--- src/rtl/assert_macros.svh ---
// Assertion macros shared by the all-pole filter RTL.
// Each macro expects clk and arst_n in the scope where it is used.
`ifndef ASSERT_MACROS_SVH
`define ASSERT_MACROS_SVH

// Check a property on every rising clock edge outside reset.
`define AP_ASSERT(lbl, prop, msg) \
	lbl: assert property (@(posedge clk) disable iff (!arst_n) (prop)) else $error(msg);

// Check that a condition in one cycle implies another in the next cycle.
`define AP_ASSERT_NEXT(lbl, ante, cons, msg) \
	lbl: assert property (@(posedge clk) disable iff (!arst_n) (ante) |=> (cons)) else $error(msg);

`endif

--- src/rtl/apiw_pkg.sv ---
// Types, constants and helpers for the windowed all-pole filter.
// No dependencies; every other RTL module and interface imports this package.
`default_nettype none

package apiw_pkg;

	// Field widths
	localparam int SAMPLE_W = 16;
	localparam int WEIGHT_W = 16;
	localparam int COEF_W   = 18;
	localparam int HIST_W   = 24;

	// Filter order range
	localparam int ORDER_DEFAULT = 6;
	localparam int ORDER_MAX     = 6;

	// Arithmetic widths
	localparam int BG_W    = 2 * COEF_W;              // b*g
	localparam int BGX_W   = BG_W + SAMPLE_W;         // b*g*x
	localparam int Y_SHIFT = 14;                      // Q3.14 coefficient scale
	localparam int W_SHIFT = 15;                      // Q1.15 weight scale
	localparam int F_W     = BGX_W - Y_SHIFT;         // rounded b*g*x
	localparam int PROD_W  = COEF_W + HIST_W;         // coef * history
	localparam int ACC_W   = PROD_W + 4;              // sum of ORDER_MAX taps and f
	localparam int WPROD_W = HIST_W + WEIGHT_W + 1;   // y * weight
	localparam int SAT_W   = 48;                      // saturation input width

	// Rounding offsets (half an output LSB)
	localparam int RND_Y = 1 << (Y_SHIFT - 1);
	localparam int RND_W = 1 << (W_SHIFT - 1);

	// Saturation limits
	localparam int HIST_MAX = (1 << (HIST_W - 1)) - 1;
	localparam int HIST_MIN = -(1 << (HIST_W - 1));

	// Configuration register indexes
	localparam int CFG_IDX_W = 3;
	typedef logic [CFG_IDX_W-1:0] cfg_idx_t;
	localparam cfg_idx_t REG_GAIN_B = 3'd0;
	localparam cfg_idx_t REG_GAIN_G = 3'd1;
	localparam cfg_idx_t REG_COEF_1 = 3'd2;

	// Reset values
	localparam int GAIN_RESET = 16384;

	typedef logic signed [SAMPLE_W-1:0] sample_t;
	typedef logic [WEIGHT_W-1:0]        weight_t;
	typedef logic signed [COEF_W-1:0]   coef_t;
	typedef logic signed [HIST_W-1:0]   hist_t;
	typedef logic signed [ACC_W-1:0]    acc_t;
	typedef logic signed [BG_W-1:0]     bg_t;

	// Per-cycle control for the history cells
	typedef struct packed {
		logic clear;
		logic shift;
	} cell_ctl_t;

	// Sequencer states
	typedef enum logic [2:0] {
		S_IDLE,
		S_CHAIN,
		S_SUM,
		S_WGT,
		S_OUT
	} apiw_state_t;

	// Clamp a wide signed value to the 24-bit history range
	function automatic hist_t sat_h(input logic signed [SAT_W-1:0] v);
		logic signed [SAT_W-1:0] hi;
		logic signed [SAT_W-1:0] lo;
		hi = SAT_W'(HIST_MAX);
		lo = SAT_W'(HIST_MIN);
		if (v > hi) begin
			return hist_t'(HIST_MAX);
		end else if (v < lo) begin
			return hist_t'(HIST_MIN);
		end
		return v[HIST_W-1:0];
	endfunction

endpackage

`default_nettype wire

--- src/rtl/apiw_cell.sv ---
// One tap of the feedback chain: holds one past output and adds its term.
// Depends on apiw_pkg.
`default_nettype none

module apiw_cell import apiw_pkg::*; (
	input  wire logic      clk,
	input  wire logic      arst_n,
	input  wire cell_ctl_t ctl,
	input  wire coef_t     coef,
	input  wire hist_t     hist_in,
	input  wire acc_t      acc_in,
	output hist_t          hist_q,
	output acc_t           acc_q
);

	logic signed [PROD_W-1:0] prod;

	// Hold one history word; clear at block start, take the neighbor's on shift
	always_ff @(posedge clk or negedge arst_n) begin
		if (!arst_n) begin
			hist_q <= '0;
		end else if (ctl.clear) begin
			hist_q <= '0;
		end else if (ctl.shift) begin
			hist_q <= hist_in;
		end
	end

	// Add this tap's term to the running sum and hand it to the next cell
	assign prod = PROD_W'(coef) * PROD_W'(hist_q);

	always_ff @(posedge clk) begin
		acc_q <= acc_in + ACC_W'(prod);
	end

endmodule

`default_nettype wire

--- config.mk ---
export PLATFORM = sky130hd
export DESIGN_NAME = apiw_cell
export DESIGN_NICKNAME = d
export VERILOG_FILES = /design/src/rtl/assert_macros.svh /design/src/rtl/apiw_pkg.sv /design/src/rtl/apiw_cell.sv
export SDC_FILE = /design/constraint.sdc
export NUM_CORES = 1
export LEC_CHECK = 0
export BUFFER_PORTS_ARGS = -buffer_cell sky130_fd_sc_hd__buf_2
export CORE_MARGIN = 2
export CORE_UTILIZATION = 41
export CTS_CLUSTER_SIZE = 12
export DETAILED_ROUTE_END_ITERATION = 10
export PLACE_DENSITY = 0.7
export SYNTH_ARGS = -nofsm -noshare
export SYNTH_HDL_FRONTEND = slang
export SYNTH_SLANG_ARGS = --single-unit
export TNS_END_PERCENT = 100
--- constraint.sdc ---
create_clock -name clk -period 10.35 [get_ports clk]
set_input_delay 1.5525 -clock clk [delete_from_list [all_inputs] [get_ports clk]]
set_output_delay 1.5525 -clock clk [all_outputs]
set_load 0.01 [all_outputs]
==> out/results.tsv <==
metric	value	unit
status	finished clean	
worstPathMaxFanout	24	
critical_path.startpoint_type	primary input	
portBuffers	161	
grt_pass1_vias	15500	
syn_inst	2042	
fin_crit	8.17	ns
vias_per_cell	5.05	
gp_congestion	0.873	
max-slew-margin-rel	0.321	
synth_area_per_cell	9.53	um^2
postRouteAntennaNets	0	
drt_pass1_iterations	5	
via_count	13800	
die_y	222	um
synth_ff_type	dfxtp_1	
final_cell_mix	inv_1, fa_1, nand2_1	
nets	2838	
cts_root_buf	clkbuf_16	
final.period_utilization	0.790	
diodes	0	
ctsResizeCount	0	
syn-num-nets	2753	
drc_errors	0	
ys_types	59	
finalClockSkew	0.0105	ns
grt_overflow	0	
wl	48.3	mm
post_cts_buffers	0	
clockBufferDepth	2	
grt_max_degree	25	
die_area	0.0492	mm^2
io_pins	162	
rows	79	
hold_depth	3	
initial_core_util	0.416	
layout_commonest_cell	inv_1	
hold_viol_final	0	
synth-async-reset-ratio	0.343	
cts_buffers	9	
antenna_found_initial	2	
rsz0062_at_grt	false	
nFillCells	4410	
hp-class	reg -> reg	
drt-initial-drc-count	724	
holdBufCountCts	0	
clkTransAtPathRegs	0.07	ns
setup_viol	0	
path_cells	buf_2 -> nand2_1 -> inv_1 -> fa_1 -> inv_1 -> fa_1 -> inv_1 -> fa_1 -> fa_1 -> fa_1 -> fa_1 -> ha_1 -> ha_1 -> nand3_1 -> nor2_1 -> nand4_1 -> a21oi_4 -> o211ai_1 -> nand3_1 -> mux2i_1 -> nand4_1	
cp_slowest_stage_delay	0.72	ns
maxCapViolCount	0	
required	10.61	ns
hold_start	hist_q[22]$_DFFE_PN0P_	
multi_input_area	0.0156	mm^2
cp_slowest_cell	inv_1	
synth_edf_count	0	
clkSinkCount	70	
r2r_start	hist_q[23]$_DFFE_PN0P_	
setup.worst_path.start	coef[0]	
timing.setup.tns	0	ns
clk_latency	0.38	ns
arrival	8.43	ns
routedWlPerCell	17.6	um
yosysSeqAreaShare	0.0782	
grt_usage	0.209	
die_w	222	um
cts_htree_levels	3	
synth_area	0.0195	mm^2
ys_warn_count	0	
r2r_cells	20	
cts_tree	done	
drive_gt1_frac	0.0947	
final-seq-area	0.00152	mm^2
dp_hpwl	39.4	mm
max_freq	122	MHz
critPathKind	in -> reg	
crit_top_cell	fa_1	
grt_pass1_wl	79.9	mm
syn_to_final_growth	8.11	%
worst_slew_pin_slew	1.02	ns
final_max_slew_viol_count	0	
cp-end-kind	flip-flop	
yosys_register_bits	70	
final_util	0.450	
fp.coreArea	0.0468	mm^2
==> cell families (layout without fill, tap and decap cells) <==
kind of cell,after synthesis,after routing,synth area share
AND/OR/NAND/NOR,545,545,0.139
adder cells (fa/ha/maj),619,619,0.585
XOR/XNOR,42,42,0.0189
AO/OA/AOI/OAI,130,130,0.0476
buffers and inverters,610,700,0.118
flip-flops,70,70,0.0782
multiplexers,26,26,0.0134
==> worst max-delay path, delay by kind of cell <==
kind	cells	cell delay [ns]
adder cells (fa/ha/maj)	8	3.72
buffers and inverters	4	1.41
AND/OR/NAND/NOR	6	1.06
AO/OA/AOI/OAI	2	0.46
multiplexers	1	0.20
==> final cells by class <==
cell class                      instances  share of cell area
Clock buffer                            9              0.0107
Sequential cell                        70              0.0723
Inverter                              518              0.0924
Timing Repair Buffer                  166              0.0401
Clock inverter                          7             0.00499
Multi-Input combinational cell       1362               0.743
Tap cell                              607              0.0361
==> layer usage <==
layer / up-vias / global-route usage / wire (um)
met5: - / 0 / 24
met4: 4 / 0.0881 / 2050
met3: 103 / 0.0360 / 3130
met2: 491 / 0.374 / 25200
met1: 7136 / 0.246 / 18000
li1: 6096 / - / -
==> sequential cells by signal, indices dropped and copies added, names as in the netlist <==
signal,cells
acc_q,46
hist_q,24
==> cells in the mapped netlist (2+ instances only) <==
library cell  instances  area (um^2)
a21oi_2               5         43.8
o211ai_1              6         45.0
nor2b_1               3         18.8
a221o_1               2         20.0
nand2_1             219          822
xnor2_1              31          272
ha_1                133         1660
a21o_1               22          165
a211oi_1              5         37.5
fa_1                486         9730
nor2_1               67          251
a31oi_1               7         43.8
and2_1              216         1350
nor4_1                4         25.0
nand4_1               4         25.0
o21a_1                4         30.0
nor3_1                4         20.0
clkbuf_1             89          334
nand2b_1              8         50.1
o21bai_1              4         30.0
o21ai_2               2         17.5
nand3_1               8         40.0
o21ai_0              16         80.1
and3_1                7         43.8
dfxtp_1              46          921
xor2_1               11         96.3
dfrtp_1              24          601
a21oi_1              37          185
mux2i_1              26          260
inv_1               517         1940
==> through the flow <==
stage | worst slack (ns) | hold WS (ns) | cells | instance area [um^2]
final | 2.18 | 0.808 | 2739 | 21000
after global routing | 1.81 | 0.863 | 2739 | 21000
after CTS | 2.19 | 0.814 | 2739 | 21000
after detailed placement | 1.79 | 0.797 | 2723 | 20700
after global placement | 2.00 | 0.792 | 2723 | 20700
after floorplan | 2.84 | 0.663 | 2042 | 19500
==> path summary, 6_finish.rpt <==
path | end | slack, ns
setup reg to reg | acc_q[45]$_DFF_P_ | 2.95
hold / removal | hist_q[22]$_DFFE_PN0P_ | 0.81
setup / recovery | acc_q[45]$_DFF_P_ | 2.18
hold reg to reg | hist_q[22]$_DFFE_PN0P_ | 0.81
max in group asynchronous | hist_q[17]$_DFFE_PN0P_ | 8.83
min in group asynchronous | hist_q[5]$_DFFE_PN0P_ | 1.14
Power is not shown: default switching activity piles up to over one toggle a cycle in this logic, so the estimate is an artifact.
