--- src/rtl/assert_macros.svh ---
// Assertion macros shared by the all-pole filter RTL.
// Each macro expects clk and arst_n in the scope where it is used.
`ifndef ASSERT_MACROS_SVH
`define ASSERT_MACROS_SVH

// Check a property on every rising clock edge outside reset.
`define AP_ASSERT(lbl, prop, msg) \
	lbl: assert property (@(posedge clk) disable iff (!arst_n) (prop)) else $error(msg);

// Check that a condition in one cycle implies another in the next cycle.
`define AP_ASSERT_NEXT(lbl, ante, cons, msg) \
	lbl: assert property (@(posedge clk) disable iff (!arst_n) (ante) |=> (cons)) else $error(msg);

`endif

--- src/rtl/apiw_pkg.sv ---
// Types, constants and helpers for the windowed all-pole filter.
// No dependencies; every other RTL module and interface imports this package.
`default_nettype none

package apiw_pkg;

	// Field widths
	localparam int SAMPLE_W = 16;
	localparam int WEIGHT_W = 16;
	localparam int COEF_W   = 18;
	localparam int HIST_W   = 24;

	// Filter order range
	localparam int ORDER_DEFAULT = 6;
	localparam int ORDER_MAX     = 6;

	// Arithmetic widths
	localparam int BG_W    = 2 * COEF_W;              // b*g
	localparam int BGX_W   = BG_W + SAMPLE_W;         // b*g*x
	localparam int Y_SHIFT = 14;                      // Q3.14 coefficient scale
	localparam int W_SHIFT = 15;                      // Q1.15 weight scale
	localparam int F_W     = BGX_W - Y_SHIFT;         // rounded b*g*x
	localparam int PROD_W  = COEF_W + HIST_W;         // coef * history
	localparam int ACC_W   = PROD_W + 4;              // sum of ORDER_MAX taps and f
	localparam int WPROD_W = HIST_W + WEIGHT_W + 1;   // y * weight
	localparam int SAT_W   = 48;                      // saturation input width

	// Rounding offsets (half an output LSB)
	localparam int RND_Y = 1 << (Y_SHIFT - 1);
	localparam int RND_W = 1 << (W_SHIFT - 1);

	// Saturation limits
	localparam int HIST_MAX = (1 << (HIST_W - 1)) - 1;
	localparam int HIST_MIN = -(1 << (HIST_W - 1));

	// Configuration register indexes
	localparam int CFG_IDX_W = 3;
	typedef logic [CFG_IDX_W-1:0] cfg_idx_t;
	localparam cfg_idx_t REG_GAIN_B = 3'd0;
	localparam cfg_idx_t REG_GAIN_G = 3'd1;
	localparam cfg_idx_t REG_COEF_1 = 3'd2;

	// Reset values
	localparam int GAIN_RESET = 16384;

	typedef logic signed [SAMPLE_W-1:0] sample_t;
	typedef logic [WEIGHT_W-1:0]        weight_t;
	typedef logic signed [COEF_W-1:0]   coef_t;
	typedef logic signed [HIST_W-1:0]   hist_t;
	typedef logic signed [ACC_W-1:0]    acc_t;
	typedef logic signed [BG_W-1:0]     bg_t;

	// Per-cycle control for the history cells
	typedef struct packed {
		logic clear;
		logic shift;
	} cell_ctl_t;

	// Sequencer states
	typedef enum logic [2:0] {
		S_IDLE,
		S_CHAIN,
		S_SUM,
		S_WGT,
		S_OUT
	} apiw_state_t;

	// Clamp a wide signed value to the 24-bit history range
	function automatic hist_t sat_h(input logic signed [SAT_W-1:0] v);
		logic signed [SAT_W-1:0] hi;
		logic signed [SAT_W-1:0] lo;
		hi = SAT_W'(HIST_MAX);
		lo = SAT_W'(HIST_MIN);
		if (v > hi) begin
			return hist_t'(HIST_MAX);
		end else if (v < lo) begin
			return hist_t'(HIST_MIN);
		end
		return v[HIST_W-1:0];
	endfunction

endpackage

`default_nettype wire

--- src/rtl/apiw_if.sv ---
// Valid/ready channel interfaces for samples, results and register writes.
// Depends on apiw_pkg for field types.
`default_nettype none


interface apiw_cfg_if import apiw_pkg::*; ();
	logic     valid;
	logic     ready;
	cfg_idx_t index;
	coef_t    data;

	modport source (output valid, index, data, input ready);
	modport sink (input valid, index, data, output ready);
endinterface

`default_nettype wire

--- src/rtl/apiw_cfg.sv ---
// Register file for gains and feedback coefficients, with the b*g product.
// Depends on apiw_pkg and apiw_if.
`default_nettype none

module apiw_cfg import apiw_pkg::*; #(
	parameter int ORDER = ORDER_DEFAULT
) (
	input  wire logic  clk,
	input  wire logic  arst_n,
	apiw_cfg_if.sink   cfg,
	output bg_t        bg_q,
	output coef_t      coef_q [ORDER]
);

	coef_t gain_b_q;
	coef_t gain_g_q;
	logic  wr;

	assign cfg.ready = 1'b1;
	assign wr        = cfg.valid && cfg.ready;

	// Write the gains
	always_ff @(posedge clk or negedge arst_n) begin
		if (!arst_n) begin
			gain_b_q <= coef_t'(GAIN_RESET);
			gain_g_q <= coef_t'(GAIN_RESET);
		end else if (wr) begin
			case (cfg.index)
				REG_GAIN_B: gain_b_q <= cfg.data;
				REG_GAIN_G: gain_g_q <= cfg.data;
				default: ;
			endcase
		end
	end

	// Write the coefficients in use; words for taps beyond the order drop
	for (genvar k = 0; k < ORDER; k++) begin : g_coef
		always_ff @(posedge clk or negedge arst_n) begin
			if (!arst_n) begin
				coef_q[k] <= '0;
			end else if (wr && cfg.index == CFG_IDX_W'(int'(REG_COEF_1) + k)) begin
				coef_q[k] <= cfg.data;
			end
		end
	end

	// Keep the combined input gain ready for the next sample
	always_ff @(posedge clk) begin
		bg_q <= BG_W'(gain_b_q) * BG_W'(gain_g_q);
	end

endmodule

`default_nettype wire

--- src/flat_wrapper.sv ---
// flat-port wrapper written by rule: the top's interface ports become plain ports
module apiw_cfg_flat import apiw_pkg::*;
#(
	parameter int ORDER = ORDER_DEFAULT
)
  (clk, arst_n, bg_q, coef_q, cfg_valid, cfg_index, cfg_data, cfg_ready);
  apiw_cfg_if cfg_i ();
  input  wire logic clk;
  input  wire logic arst_n;
  output bg_t bg_q;
  output coef_t coef_q[ORDER];
  input wire logic [$bits(cfg_i.valid)-1:0] cfg_valid;
  input wire logic [$bits(cfg_i.index)-1:0] cfg_index;
  input wire logic [$bits(cfg_i.data)-1:0] cfg_data;
  output wire logic [$bits(cfg_i.ready)-1:0] cfg_ready;
  assign cfg_i.valid = cfg_valid;
  assign cfg_i.index = cfg_index;
  assign cfg_i.data = cfg_data;
  assign cfg_ready = cfg_i.ready;
  apiw_cfg #(.ORDER(ORDER)) u_core (.clk(clk), .arst_n(arst_n), .cfg(cfg_i), .bg_q(bg_q), .coef_q(coef_q));
endmodule
--- config.mk ---
export PLATFORM = sky130hd
export DESIGN_NAME = apiw_cfg_flat
export DESIGN_NICKNAME = d
export VERILOG_FILES = /design/src/rtl/assert_macros.svh /design/src/rtl/apiw_pkg.sv /design/src/rtl/apiw_if.sv /design/src/rtl/apiw_cfg.sv /design/src/flat_wrapper.sv
export SDC_FILE = /design/constraint.sdc
export NUM_CORES = 1
export LEC_CHECK = 0
export ABC_AREA = 1
export BUFFER_PORTS_ARGS = -buffer_cell sky130_fd_sc_hd__clkbuf_2
export CORE_ASPECT_RATIO = 0.5
export CORE_MARGIN = 5
export CORE_UTILIZATION = 50
export DETAILED_ROUTE_END_ITERATION = 6
export GPL_TIMING_DRIVEN = 0
export PLACE_DENSITY_LB_ADDON = 0.12
export SLEW_MARGIN = 0
export SYNTH_ARGS = -nofsm -noshare
export SYNTH_HDL_FRONTEND = slang
export SYNTH_SLANG_ARGS = --single-unit
export TNS_END_PERCENT = 10
--- constraint.sdc ---
create_clock -name clk -period 6.3 [get_ports clk]
set_clock_uncertainty 0.2 [all_clocks]
set_input_delay 0.315 -clock clk [delete_from_list [all_inputs] [get_ports clk]]
set_output_delay 0.315 -clock clk [all_outputs]
set_load 0.05 [all_outputs]
==> results.rst <==
.. list-table::
   :header-rows: 1

   * - Metric
     - Value
   * - Run status
     - finished, final reports clean
   * - Vias per std cell
     - a little under 5
   * - Worst EP required
     - 6.45 ns
   * - Worst-path cell chain
     - buf_2 -> nand2_1 -> fa_1 -> inv_1 -> fa_1 -> fa_1 -> fa_1 -> fa_1 -> inv_1 -> fa_1 -> inv_1 -> ha_1 -> a21oi_1 -> inv_1 -> nor2_1 -> nand2_1 -> a21oi_1 -> nand2_1 -> nand2_1 -> nand2_1
   * - Maximum fanout along the worst path
     - 10
   * - Full die area
     - ~43000 um2
   * - Clock transition at the registers of the reported paths
     - around 0.09 ns
   * - Final global-route overflow total
     - 0
   * - Placed instance count
     - 3000
   * - Final wirelength
     - 53.64 mm
   * - Crit-path most repeated cell
     - fa_1
   * - Number of rows created at floorplan
     - 50
   * - R2R depth
     - 20
   * - Total routing resource utilization after global routing
     - between 20% and 30%
   * - Final worst path period share
     - 94.95%
   * - Slowest stage cell on the critical path
     - dfstp_2
   * - Clock tree from TritonCTS
     - built
   * - Netlist area before placement
     - 19150 um2
   * - Worst Setup Path Type
     - reg -> reg
   * - Sequential fraction of the synthesis area
     - 22.60%
   * - Ys async rst share
     - approximately four fifths
   * - Post-detailed-route wirelength per cell
     - ~18 um
   * - Core footprint
     - roughly 38000 um2
   * - Number of nets with antenna violations after detailed routing
     - 0
   * - Top FF cell, synth
     - dfrtp_1
   * - Vias in the first global route
     - between 15000 and 20000
   * - Worst reg2reg path endpoint
     - u_core.bg_q[32]
   * - Tmin final
     - ~6.0 ns
   * - Number of clock sinks
     - 180
   * - Via count
     - between 10000 and 15000
   * - Number of enable-type register cells in the synthesized netlist
     - 0
   * - CTS Buf Count
     - 17
   * - Post-route setup TNS
     - 0 ns
   * - Height of the die
     - 148.4 um
   * - Routability cong.
     - 0.9466
   * - Proportion of netlist area held by the largest area contributor
     - approximately 34%
   * - Starting density of the core
     - 50.92%
   * - Share of cells above drive strength 1
     - 13.27%
   * - Largest net degree at the start of global routing
     - 85
   * - Worst Hold Slack
     - 0.04196 ns
   * - Arr. time, crit path
     - between 6 and 7 ns
   * - Launch instance of the worst min-delay path
     - cfg_data[15]
   * - Mean cell area of the mapped netlist
     - approximately 8.3 um2
   * - Cell Count, Final, Fillers Out
     - between 3000 and 4000
   * - Leading post-synthesis cells by cell area
     - fa_1 (34%), dfrtp_1 (19%), nand2_1 (12%), inv_1 (12%), ha_1 (6.1%)
   * - Number of synthesis warnings
     - 0
   * - Worst reg-to-reg setup slack
     - ~0.32 ns
   * - Remaining max-slew budget at the tightest pin
     - between 40% and 50%
   * - Worst path max stage delay
     - 0.75 ns
   * - # port buffers
     - roughly 170
   * - Type of the most critical hold path
     - in -> reg
   * - Post-Route Utilization
     - about 57%
   * - Net count after synthesis
     - between 2000 and 3000
   * - FF-to-FF Start
     - u_core.gain_g_q[14]
   * - Number of instances in the synthesized netlist
     - approximately 2300
   * - Post-synthesis sequential element count
     - 180
   * - Hold path depth
     - 3
   * - Kind of launch point of the worst setup path
     - flop
   * - Highest achievable clock rate
     - between 150 and 200 MHz
   * - Die span in x
     - 286.7 um
   * - Fill cell count
     - about 3500
   * - Most repeated cell in the gate-level netlist after synthesis
     - nand2_1
   * - Antenna fix cells
     - 0
   * - Final Net Count
     - between 2000 and 3000
   * - Post-route DRC violation count
     - 0
   * - Setup repair after global routing missed its margin
     - false
   * - Number of failing setup endpoints in the final timing report
     - 0
   * - Number of search-and-repair iterations in the first detailed-routing pass
     - 6
   * - Starting DRT DRC Count
     - between 1000 and 1500
   * - Wire length of the first global-routing pass
     - about 87 mm
   * - Count of final hold-check violations
     - 0
   * - Least-Margin Pin Slew
     - just under 0.8 ns
   * - Antenna violations before repair
     - 0
   * - Yosys top cell by area
     - fa_1
   * - Number of slew-limit violations in the final report
     - 0
   * - Top post-synthesis cells by count
     - nand2_1 (622), inv_1 (618), fa_1 (329)
   * - Buffer depth of the longest clock path
     - 2
   * - Insertion delay to the later sink of the worst-skew pair
     - around 0.45 ns
   * - CTS Root Cell
     - clkbuf_16
   * - Area Growth Syn to Fin
     - 11.40%
   * - Count of different cell masters after synthesis
     - 36
   * - I/O pin count
     - between 150 and 200
   * - Type of destination of the critical path
     - flop
   * - Placed wire-length estimate after detailed placement
     - approximately 44 mm
   * - Number of violations of the max-capacitance limit
     - 0
   * - Hold Path Sink
     - u_core.coef_q[15]
   * - H-tree level count
     - 4
## registers in the layout (all words and copies together) (netlist names)
signal           count
u_core.gain_b_q     18
u_core.bg_q         36
u_core.coef_q      108
u_core.gain_g_q     18
## kinds of logic (layout without fill, tap and decap cells)
| family | Yosys count | in the layout | synth area share (%) |
|---|---|---|---|
| compound gates | 184 | 184 | 5.156 |
| xor+xnor | 20 | 20 | 0.9149 |
| fa+ha+maj | 422 | 422 | 40.48 |
| buf+inv | 724 | 899 | 14.35 |
| flops | 180 | 180 | 22.60 |
| other cells | 1 | 1 | 0.01959 |
| simple gates | 781 | 781 | 16.48 |
## how the worst max path moves through the flow
stage / from / end / slack, ns / depth (start not counted)
CTS: u_core.gain_g_q[15] / u_core.bg_q[26] / 0.002 / 18
global route: u_core.gain_g_q[6] / u_core.bg_q[33] / 0.02 / 24
finish: u_core.gain_g_q[14] / u_core.bg_q[32] / 0.32 / 20
floorplan: u_core.gain_g_q[4] / u_core.bg_q[27] / 0.54 / 18
detailed placement: u_core.gain_g_q[4] / u_core.bg_q[34] / -0.67 / 20
global placement: u_core.gain_g_q[4] / u_core.bg_q[34] / -0.65 / 20
## through the flow
stage               setup slack [ns]  area [um2]
floorplan                     0.5415       19150
global placement             -0.6482       20630
detailed placement           -0.6703       20670
CTS                         0.002195       21280
global route                 0.01643       21330
finish                        0.3181       21330
## final cells by class
cell class	instances	area (um2)	share of cell area, %
plain buffers	62	315.3	1.478
clock buffers	17	425.4	1.995
clock inverters	15	192.7	0.9034
inverters	628	2361	11.07
multi-input cells	1408	12100	56.71
flip-flops and latches	180	4345	20.37
well taps	520	650.6	3.051
repair buffers	177	942.2	4.417
## placed cells by master (no fill, tap or decap), types with 14 or more instances in the layout
master     count
a21oi_1       31
a21oi_2       14
clkbuf_1      23
clkbuf_16     17
clkbuf_2     190
dfrtp_1      127
dfrtp_2       15
dfxtp_1       36
fa_1         328
ha_1          90
inv_1        617
nand2_1      622
nand2_2       14
nand3_1       28
nor2_1        75
o21ai_0      130
xor2_1        15
## timing repair
action / 4_1_cts / 5_1_grt
gates resized for setup: 25 / 50
pin swaps: 0 / 1
cloned: 0 / 0
hold buffers: 1 / 0
buffers inserted: 0 / 8
endpoints found under the hold margin: 60 / 0
endpoints found under the setup margin: 22 / 22
## routing by layer
layer	global-route usage (%)	up-vias	share of wire, %
li1	-	6928	-
met1	38.26	7183	45
met2	38.66	544	41
met3	10.52	33	12
met4	3.686	2	0.87
met5	1.705	-	0.18
## critical path: cells and delay by family (launching register included)
family                   cells  cell delay [ns]
AO/OA/AOI/OAI                2             0.45
adder cells (fa/ha/maj)      7             3.32
buffers and inverters        5             0.59
flip-flops                   1             0.75
AND/OR/NAND/NOR              6             0.57
Power is not shown: default switching activity piles up to over one toggle a cycle in this logic, so the estimate is an artifact.
